[config.mk]
export PLATFORM = sky130hd
export DESIGN_NAME = bsm_sorter
export DESIGN_NICKNAME = d
export VERILOG_FILES = /design/src/design/bsm_pkg.sv /design/src/design/bsm_sorter.sv
export SDC_FILE = /design/constraint.sdc
export NUM_CORES = 1
export LEC_CHECK = 0
export BUFFER_PORTS_ARGS = -buffer_cell sky130_fd_sc_hd__buf_4
export CELL_PAD_IN_SITES_DETAIL_PLACEMENT = 0
export CELL_PAD_IN_SITES_GLOBAL_PLACEMENT = 1
export CORE_MARGIN = 3
export CORE_UTILIZATION = 30
export CTS_BUF_LIST = sky130_fd_sc_hd__clkbuf_4
export CTS_CLUSTER_DIAMETER = 80
export DETAILED_ROUTE_END_ITERATION = 6
export GPL_TIMING_DRIVEN = 0
export MAX_ROUTING_LAYER = met4
export PLACE_DENSITY_LB_ADDON = 0.08
export SKIP_CTS_REPAIR_TIMING = 1
export SYNTH_ARGS = -nofsm -noshare
export SYNTH_HDL_FRONTEND = slang
export SYNTH_SLANG_ARGS = --single-unit
[constraint.sdc]
create_clock -name clk -period 11.2 [get_ports clk]
set_input_delay 0.56 -clock clk [delete_from_list [all_inputs] [get_ports clk]]
set_output_delay 0.56 -clock clk [all_outputs]
set_load 0.03 [all_outputs]
[src/design/bsm_pkg.sv]
// Shared constants, types and sequencer states for the block sort then merge engine.
`timescale 1ns / 1ps

package bsm_pkg;

  localparam int MAX_KEYS  = 64;
  localparam int KEY_WIDTH = 32;
  localparam int ADDR_W    = $clog2(MAX_KEYS);
  localparam int CNT_W     = $clog2(MAX_KEYS + 1);
  localparam int RCL_W     = 3;

  typedef logic [KEY_WIDTH-1:0] key_t;
  typedef logic [CNT_W-1:0]     cnt_t;
  typedef logic [ADDR_W-1:0]    addr_t;

  // Request from the loader that closes a set and starts the sort.
  typedef struct packed {
    logic             go;
    cnt_t             n;
    logic [RCL_W-1:0] rcl;
  } start_req_t;

  // Memory port requests issued by the sequencer.
  typedef struct packed {
    logic  ks_we;
    addr_t ks_waddr;
    key_t  ks_wdata;
    addr_t ks_raddr;
    logic  mb_we;
    addr_t mb_waddr;
    key_t  mb_wdata;
    addr_t mb_raddr;
  } ram_req_t;

  typedef enum logic [4:0] {
    ST_IDLE,
    ST_CHECK,
    ST_S_ARD,
    ST_S_ADAT,
    ST_S_BRD,
    ST_S_BDAT,
    ST_S_SW1,
    ST_S_SW2,
    ST_M_PASS,
    ST_M_INIT,
    ST_M_RDP,
    ST_M_DATP,
    ST_M_RDQ,
    ST_M_DATQ,
    ST_M_STEP,
    ST_M_CPRD,
    ST_M_CPWR,
    ST_E_RD,
    ST_E_DAT,
    ST_E_WAIT
  } sort_state_t;

endpackage

[src/design/bsm_sorter.sv]
// Sequencer that sorts the stored set with one shared key comparator and streams it out.
`timescale 1ns / 1ps

module bsm_sorter (
  input  logic                 clk,
  input  logic                 rst_n,
  input  bsm_pkg::start_req_t  start,
  input  bsm_pkg::key_t        ks_rdata,
  input  bsm_pkg::key_t        mb_rdata,
  output bsm_pkg::ram_req_t    req,
  output logic                 busy,
  output logic                 out_valid,
  input  logic                 out_stall,
  output bsm_pkg::key_t        out_sorted_key,
  output logic                 out_is_last_res,
  output logic                 out_error
);

  import bsm_pkg::*;

  sort_state_t state_r, state_nxt;

  cnt_t             n_r, n_nxt;
  logic [RCL_W-1:0] rcl_r, rcl_nxt;
  cnt_t             bsize_r, bsize_nxt;
  cnt_t             base_r, base_nxt;
  cnt_t             bend_r, bend_nxt;
  cnt_t             a_r, a_nxt;
  cnt_t             b_r, b_nxt;
  cnt_t             best_r, best_nxt;
  key_t             aval_r, aval_nxt;
  key_t             bestval_r, bestval_nxt;
  cnt_t             run_r, run_nxt;
  cnt_t             lo_r, lo_nxt;
  cnt_t             p_r, p_nxt;
  cnt_t             q_r, q_nxt;
  cnt_t             endl_r, endl_nxt;
  cnt_t             endr_r, endr_nxt;
  cnt_t             k_r, k_nxt;
  cnt_t             c_r, c_nxt;
  key_t             pval_r, pval_nxt;
  key_t             qval_r, qval_nxt;
  logic             ov_r, ov_nxt;
  key_t             okey_r, okey_nxt;
  logic             olast_r, olast_nxt;
  logic             oerr_r, oerr_nxt;

  // The one comparator shared by the selection scan and the merge.
  key_t cmp_x, cmp_y;
  logic cmp_lt;

  cnt_t blocks;
  logic bad_set;
  logic p_done, q_done, take_q;
  cnt_t a_inc, b_inc, p_inc, q_inc, c_inc, base_inc;

  assign cmp_x  = (state_r == ST_S_BDAT) ? ks_rdata  : qval_r;
  assign cmp_y  = (state_r == ST_S_BDAT) ? bestval_r : pval_r;
  assign cmp_lt = cmp_x < cmp_y;

  assign blocks  = cnt_t'(1) << rcl_r;
  assign bad_set = (n_r == '0) || (blocks > n_r) || ((n_r & (blocks - cnt_t'(1))) != '0);

  assign p_done = (p_r == endl_r);
  assign q_done = (q_r == endr_r);
  assign take_q = p_done || (!q_done && cmp_lt);

  assign a_inc    = a_r + cnt_t'(1);
  assign b_inc    = b_r + cnt_t'(1);
  assign p_inc    = p_r + cnt_t'(1);
  assign q_inc    = q_r + cnt_t'(1);
  assign c_inc    = c_r + cnt_t'(1);
  assign base_inc = base_r + bsize_r;

  // Next state.
  always_comb begin
    state_nxt = state_r;
    case (state_r)
      ST_IDLE:   if (start.go) state_nxt = ST_CHECK;
      ST_CHECK: begin
        if (bad_set) begin
          state_nxt = ST_E_WAIT;
        end else if ((n_r >> rcl_r) < cnt_t'(2)) begin
          state_nxt = ST_M_PASS;
        end else begin
          state_nxt = ST_S_ARD;
        end
      end
      ST_S_ARD:  state_nxt = ST_S_ADAT;
      ST_S_ADAT: state_nxt = ST_S_BRD;
      ST_S_BRD:  state_nxt = ST_S_BDAT;
      ST_S_BDAT: state_nxt = (b_inc == bend_r) ? ST_S_SW1 : ST_S_BRD;
      ST_S_SW1:  state_nxt = ST_S_SW2;
      ST_S_SW2: begin
        if ((a_inc + cnt_t'(1)) != bend_r) begin
          state_nxt = ST_S_ARD;
        end else if (base_inc == n_r) begin
          state_nxt = ST_M_PASS;
        end else begin
          state_nxt = ST_S_ARD;
        end
      end
      ST_M_PASS: state_nxt = (run_r == n_r) ? ST_E_RD : ST_M_INIT;
      ST_M_INIT: state_nxt = ST_M_RDP;
      ST_M_RDP:  state_nxt = ST_M_DATP;
      ST_M_DATP: state_nxt = (k_r == '0) ? ST_M_RDQ : ST_M_STEP;
      ST_M_RDQ:  state_nxt = ST_M_DATQ;
      ST_M_DATQ: state_nxt = ST_M_STEP;
      ST_M_STEP: begin
        if (p_done && q_done) begin
          state_nxt = ST_M_CPRD;
        end else if (take_q) begin
          state_nxt = (q_inc < endr_r) ? ST_M_RDQ : ST_M_STEP;
        end else begin
          state_nxt = (p_inc < endl_r) ? ST_M_RDP : ST_M_STEP;
        end
      end
      ST_M_CPRD: state_nxt = ST_M_CPWR;
      ST_M_CPWR: begin
        if ((lo_r + c_inc) != endr_r) begin
          state_nxt = ST_M_CPRD;
        end else if (endr_r == n_r) begin
          state_nxt = ST_M_PASS;
        end else begin
          state_nxt = ST_M_INIT;
        end
      end
      ST_E_RD:   state_nxt = ST_E_DAT;
      ST_E_DAT:  state_nxt = ST_E_WAIT;
      ST_E_WAIT: begin
        if (!out_stall) begin
          state_nxt = olast_r ? ST_IDLE : ST_E_RD;
        end
      end
      default:   state_nxt = ST_IDLE;
    endcase
  end

  // Datapath updates and memory requests.
  always_comb begin
    n_nxt       = n_r;
    rcl_nxt     = rcl_r;
    bsize_nxt   = bsize_r;
    base_nxt    = base_r;
    bend_nxt    = bend_r;
    a_nxt       = a_r;
    b_nxt       = b_r;
    best_nxt    = best_r;
    aval_nxt    = aval_r;
    bestval_nxt = bestval_r;
    run_nxt     = run_r;
    lo_nxt      = lo_r;
    p_nxt       = p_r;
    q_nxt       = q_r;
    endl_nxt    = endl_r;
    endr_nxt    = endr_r;
    k_nxt       = k_r;
    c_nxt       = c_r;
    pval_nxt    = pval_r;
    qval_nxt    = qval_r;
    ov_nxt      = ov_r;
    okey_nxt    = okey_r;
    olast_nxt   = olast_r;
    oerr_nxt    = oerr_r;
    req         = '0;

    case (state_r)
      ST_IDLE: begin
        if (start.go) begin
          n_nxt   = start.n;
          rcl_nxt = start.rcl;
        end
      end
      ST_CHECK: begin
        bsize_nxt = n_r >> rcl_r;
        base_nxt  = '0;
        a_nxt     = '0;
        bend_nxt  = n_r >> rcl_r;
        run_nxt   = n_r >> rcl_r;
        if (bad_set) begin
          ov_nxt    = 1'b1;
          okey_nxt  = '0;
          olast_nxt = 1'b1;
          oerr_nxt  = 1'b1;
        end
      end
      ST_S_ARD: begin
        req.ks_raddr = a_r[ADDR_W-1:0];
      end
      ST_S_ADAT: begin
        aval_nxt    = ks_rdata;
        bestval_nxt = ks_rdata;
        best_nxt    = a_r;
        b_nxt       = a_inc;
      end
      ST_S_BRD: begin
        req.ks_raddr = b_r[ADDR_W-1:0];
      end
      ST_S_BDAT: begin
        if (cmp_lt) begin
          best_nxt    = b_r;
          bestval_nxt = ks_rdata;
        end
        b_nxt = b_inc;
      end
      ST_S_SW1: begin
        req.ks_we    = 1'b1;
        req.ks_waddr = best_r[ADDR_W-1:0];
        req.ks_wdata = aval_r;
      end
      ST_S_SW2: begin
        req.ks_we    = 1'b1;
        req.ks_waddr = a_r[ADDR_W-1:0];
        req.ks_wdata = bestval_r;
        if ((a_inc + cnt_t'(1)) != bend_r) begin
          a_nxt = a_inc;
        end else begin
          // Block finished: move on to the next one.
          base_nxt = base_inc;
          a_nxt    = base_inc;
          bend_nxt = base_inc + bsize_r;
        end
      end
      ST_M_PASS: begin
        lo_nxt = '0;
        c_nxt  = '0;
      end
      ST_M_INIT: begin
        p_nxt    = lo_r;
        q_nxt    = lo_r + run_r;
        endl_nxt = lo_r + run_r;
        endr_nxt = lo_r + (run_r << 1);
        k_nxt    = '0;
      end
      ST_M_RDP: begin
        req.ks_raddr = p_r[ADDR_W-1:0];
      end
      ST_M_DATP: begin
        pval_nxt = ks_rdata;
      end
      ST_M_RDQ: begin
        req.ks_raddr = q_r[ADDR_W-1:0];
      end
      ST_M_DATQ: begin
        qval_nxt = ks_rdata;
      end
      ST_M_STEP: begin
        if (p_done && q_done) begin
          c_nxt = '0;
        end else begin
          req.mb_we    = 1'b1;
          req.mb_waddr = k_r[ADDR_W-1:0];
          req.mb_wdata = take_q ? qval_r : pval_r;
          k_nxt        = k_r + cnt_t'(1);
          if (take_q) begin
            q_nxt = q_inc;
          end else begin
            p_nxt = p_inc;
          end
        end
      end
      ST_M_CPRD: begin
        req.mb_raddr = c_r[ADDR_W-1:0];
      end
      ST_M_CPWR: begin
        req.ks_we    = 1'b1;
        req.ks_waddr = lo_r[ADDR_W-1:0] + c_r[ADDR_W-1:0];
        req.ks_wdata = mb_rdata;
        c_nxt        = c_inc;
        if ((lo_r + c_inc) == endr_r) begin
          lo_nxt = endr_r;
          c_nxt  = '0;
          if (endr_r == n_r) begin
            run_nxt = run_r << 1;
          end
        end
      end
      ST_E_RD: begin
        req.ks_raddr = c_r[ADDR_W-1:0];
      end
      ST_E_DAT: begin
        ov_nxt    = 1'b1;
        okey_nxt  = ks_rdata;
        olast_nxt = (c_inc == n_r);
        oerr_nxt  = 1'b0;
      end
      ST_E_WAIT: begin
        if (!out_stall) begin
          ov_nxt = 1'b0;
          c_nxt  = c_inc;
        end
      end
      default: begin
        ov_nxt = 1'b0;
      end
    endcase
  end

  always_ff @(posedge clk) begin
    if (!rst_n) begin
      state_r <= ST_IDLE;
      ov_r    <= 1'b0;
    end else begin
      state_r <= state_nxt;
      ov_r    <= ov_nxt;
    end
  end

  always_ff @(posedge clk) begin
    n_r       <= n_nxt;
    rcl_r     <= rcl_nxt;
    bsize_r   <= bsize_nxt;
    base_r    <= base_nxt;
    bend_r    <= bend_nxt;
    a_r       <= a_nxt;
    b_r       <= b_nxt;
    best_r    <= best_nxt;
    aval_r    <= aval_nxt;
    bestval_r <= bestval_nxt;
    run_r     <= run_nxt;
    lo_r      <= lo_nxt;
    p_r       <= p_nxt;
    q_r       <= q_nxt;
    endl_r    <= endl_nxt;
    endr_r    <= endr_nxt;
    k_r       <= k_nxt;
    c_r       <= c_nxt;
    pval_r    <= pval_nxt;
    qval_r    <= qval_nxt;
    okey_r    <= okey_nxt;
    olast_r   <= olast_nxt;
    oerr_r    <= oerr_nxt;
  end

  assign busy            = (state_r != ST_IDLE);
  assign out_valid       = ov_r;
  assign out_sorted_key  = okey_r;
  assign out_is_last_res = olast_r;
  assign out_error       = oerr_r;

endmodule

* Word-level counts from Yosys, hierarchy flattened
Index checks and enable logic that the tools add are counted.
W data, S select, Z words.
** Word-level totals
- Flip-flop bits (word level) :: 275
- Bits of input ports :: 78
- Output and inout port bits :: 126
- Logic and storage cells :: 179
** Operators by class
- Add/sub/neg operators :: 14
- Magnitude comparators :: 5
- Equality and inequality tests :: 40
- Shift operators :: 2
- Muxes and demuxes :: 60
- Bitwise operators :: 2
- Reductions and logical operators :: 31
** Operator list (count)
- $mux W32 :: 5
- $pmux W32 S2 :: 2
- $pmux W7 S2 :: 9
- $pmux W39 S3 :: 1
- $pmux W5 S20 :: 1
- $mux W7 :: 14
- $mux W39 :: 2
- $eq A7 B7 Y1 :: 8
- $add A7 B1 Y7 const B :: 7
- $eq A5 B4 Y1 const B :: 8
- $add A7 B7 Y7 :: 5
- $lt A32 B32 Y1 :: 1
- $pmux W6 S5 :: 1
- $pmux W7 S4 :: 1
- $mux W5 :: 5
- $ne A2 B2 Y1 const B :: 11
- $eq A5 B3 Y1 const B :: 4
- $eq A5 B5 Y1 const B :: 4
- $reduce_or A17 Y1 :: 1
- $reduce_and A3 Y1 :: 5
- $logic_not A7 Y1 :: 2
- $lt A7 B7 Y1 :: 2
- $ne A7 B7 Y1 :: 2
- $reduce_and A2 Y1 :: 7
- 26 further kinds :: 46

* Logic depth before layout (Yosys ltp)
- Word-level depth :: 8
- Depth in mapped cells :: 19
- Depth with buffers taken out :: 12

* Worst setup path after synthesis
OpenSTA, ideal clock, no wires.
- Path type :: register -> register
- Start :: register state_r[1]
- End :: register best_r[0], enable pin
- Arrival time :: 5.689 ns
- Data required time :: 10.714 ns
- Slack :: 5.025 ns
- Cell stages (with the launch flop) :: 15
- Path buffers :: 5
- Period minus slack after synthesis :: 6.175 ns
- Cells stage by stage :: dfxtp_1 -> buf_2 -> or3b_1 -> clkbuf_2 -> or2_2 -> clkbuf_1 -> clkbuf_1 -> clkbuf_1 -> mux2i_1 -> ha_1 -> nand4_1 -> nor2_1 -> a221oi_1 -> nand3_1 -> o21ai_0
** Between the ends
- Word-level cells in the longest chain between the ends :: 5
** RTL lines
- start, declared :: line bsm_sorter.sv:21 : sort_state_t state_r, state_nxt;
- start signal, assigned :: line bsm_sorter.sv:304 : state_r <= state_nxt;
- $eq A5 B3 Y1 :: line bsm_sorter.sv:57, bsm_sorter.sv:58, bsm_sorter.sv:167
- $mux W32, on equally long branches :: line bsm_sorter.sv:57, bsm_sorter.sv:58
- $lt A32 B32 Y1 :: line bsm_sorter.sv:59 : assign cmp_lt = cmp_x < cmp_y;
- $ne A2 B2 Y1 (no source line)
- $reduce_and A2 Y1 (no source line) *
- end signal, assigned :: line bsm_sorter.sv:317 : best_r <= best_nxt;
- end, declared :: line bsm_sorter.sv:30 : cnt_t best_r, best_nxt;
Mark *: on every way between the ends. The rest lies on a longest branch, timed or not.
A chain may end at the register's enable or synchronous reset.

==> metrics.yaml <==
totalWireLength_mm: 56.8
outcome: "completed"
met2_usage_pct: 32.0
fmax_mhz: 151
final-setup-viol-count: 0
drt_iter0_drc: 911
p_total_uw: 4420
tns_ps: 0
grt_usage_pct: 20.1
avgRoutedWirePerCell_um: 21.7
antenna_found_initial: 4
p_per_area_mw_per_mm2: 216
numPortBuffers: 203
p_leak_uw: 0.00868
synth.yosys.seq_area_share_pct: 50.3
synth_area_leaders: "edfxtp_1, ha_1, nand2_1"
period_share_pct: 59.3
drc_errors: 0
worstPathRequired_ps: 10640
clkSlewWorstSetupHoldPaths_ps: 60
dieArea_mm2: 0.0572
skew_ps: 77.7
die_h_um: 239
grt_max_degree: 32
synth-edff-count: 269
drv_slew: 0
path_class: "reg -> out"
h-tree-depth: 3
syn_area_mm2: 0.0163
synth_ff_type: "edfxtp_1"
clockRootBuffer: "clkbuf_4"
crit_path_start_kind: "flip-flop"
tightestPinTransition_ps: 1020
nFillCells: 5346
async_flop_share_pct: 0
grt_pass1_vias: 13140
grt_first_pass_wirelength_mm: 83.3
fin_nets: 2036
vias: 13066
cp-end-kind: "primary output"
cts_tree: "built"
drive_above_1_share_pct: 20.1
synthCells: 1516
worstPathArrival_ps: 6080
use_met3_pct: 4.25
cts_made_buffers: 82
core.rowCount: 84
drv_cap: 0
grt_busiest_layer: "met2"
yosysMostFrequentCell: "edfxtp_1"
ios: 204
postSynthNetCount: 1695
yosys_warnings: 0
area_delta_synth_final_pct: 25.3
drtAntennaViolNets: 0
clock_latency_ps: 820
grt_overflow_total: 0
rsz0062_at_grt: "false"
coreArea_mm2: 0.0532
fin_crit_ps: 6640
worstHoldPathType: "in -> reg"
synth_area_per_cell_um2: 10.8
yosys.area.top_type: "edfxtp_1"
synth_cell_type_count: 73
cts.sinks: 275
start_util_pct: 30.6
ir_drop_uv: 90.6
ys_top_cells_by_count: "edfxtp_1, nand2_1, nor2_1"
first_pass_iters: 6
die_w_um: 239
clockBufferDepth: 3
dp_hpwl_mm: 42.8
maxSlewHeadroom_pct: 31.9
netlist.area_leader.share_pct: 49.6
timing.critical_path.fanout_max: 10
vias_per_cell: 5.01
grt_use_met1_pct: 26.3
gp_congestion: 0.825
ys_ff_latch: 275
hold_violations: 0
path summary, 6_finish.rpt:
check | startpoint | end | slack [ps] | depth (start not counted)
setup / recovery | state_r[1]$_SDFFE_PN0P_ | req[36] | 4560 | 19
hold / removal | rst_n | out_valid$_SDFFE_PN0P_ | 60 | 2
setup reg to reg | state_r[1]$_SDFFE_PN0P_ | p_r[5]$_DFFE_PP_ | 5220 | 17
hold reg to reg | k_r[6]$_SDFFCE_PN0P_ | k_r[6]$_SDFFCE_PN0P_ | 630 | 2
routing by layer:
metal  wire (um)  vias up  part of all wire, %
met4         948        0                  1.7
met2       26800      322                   47
li1            -     6245                    -
met5           0        -                    0
met3        2760       77                  4.9
met1       26200     6422                   46
logic make-up after synthesis:
| logic type | count (synthesis) | share of synthesized area [%] |
|---|---|---|
| AND/OR/NAND/NOR | 505 | 14.5 |
| flip-flops | 275 | 50.3 |
| AO/OA/AOI/OAI | 258 | 11.1 |
| buffers and inverters | 180 | 4.36 |
| XOR/XNOR | 122 | 6.89 |
| adder cells (fa/ha/maj) | 101 | 8.03 |
| multiplexers | 75 | 4.80 |
cell type report:
type / count / area, um^2 / area share [%]
clock inverter: 25 / 166 / 0.815
inverter: 102 / 383 / 1.87
multi-input combinational: 1061 / 7430 / 36.4
buffer: 78 / 328 / 1.60
timing repair buffer: 257 / 2150 / 10.5
sequential: 275 / 8200 / 40.1
clock buffer: 121 / 908 / 4.45
antenna: 3 / 7.51 / 0.0368
tap: 688 / 861 / 4.21
critical path, stage by stage (launching register included):
cell and delay [ps]:
dfxtp_1 300, buf_2 190, or3b_1 140, clkbuf_2 220, or2_2 150, clkbuf_1 140, clkbuf_1 590, clkbuf_1 740
mux2i_1 180, ha_1 340, nand4_1 150, nor3_1 490, nand4_1 150, o32ai_1 540, o21ai_1 100, buf_4 210
buf_6 180, mux2i_1 130, nor2_1 170, buf_4 200
power breakdown:
part | total (uW) | switching [uW] | internal, uW
registers | 1510 | 128 | 1380
clock network | 1030 | 485 | 542
logic | 1890 | 1170 | 722
through the flow:
step                      std cells  hold slack [ps]  setup WS, ps  cell area (um^2)  util [%]
after floorplan                1516              512          5020             16300         -
after global placement         2407              613          1180             18700      35.1
after detailed placement       2419              621          5140             18900      35.6
after CTS                      2565             -192          4360             20000      37.6
after global routing           2610           -0.697          4090             20400      38.4
final                          2610             58.7          4560             20400      38.4
sequential cells by signal, indices dropped and copies added, names as in the netlist, 5 cells and up:
| register | count |
|---|---|
| aval_r | 32 |
| bestval_r | 32 |
| out_sorted_key | 32 |
| pval_r | 32 |
| qval_r | 32 |
| a_r | 7 |
| b_r | 7 |
| base_r | 7 |
| bend_r | 7 |
| bsize_r | 7 |
| c_r | 7 |
| endl_r | 7 |
| endr_r | 7 |
| k_r | 7 |
| lo_r | 7 |
| n_r | 7 |
| p_r | 7 |
| q_r | 7 |
| run_r | 7 |
| best_r | 6 |
| state_r | 5 |
cells in the final DEF (no fill, tap or decap), drive strengths merged, types with 5 or more instances in the layout:
master         n
a31oi          6
clkinv        19
nor2b         11
nand3         39
or2            7
and3           8
ha            95
nor4b          7
mux2           5
xnor2         73
o21bai        10
a222oi        37
o21ai         43
nor3          25
or3            5
nor4           7
and2          49
clkbuf       186
a21o          21
fa             6
dfxtp          6
o21a           8
buf          228
a22oi         17
nand4         19
mux2i         68
nor2         112
dlygate4sd3   42
nand2        191
edfxtp       269
a211oi         9
nand2b        11
xor2          45
a21oi         66
inv          104
Note: power is estimated with default switching activity, not from simulation.
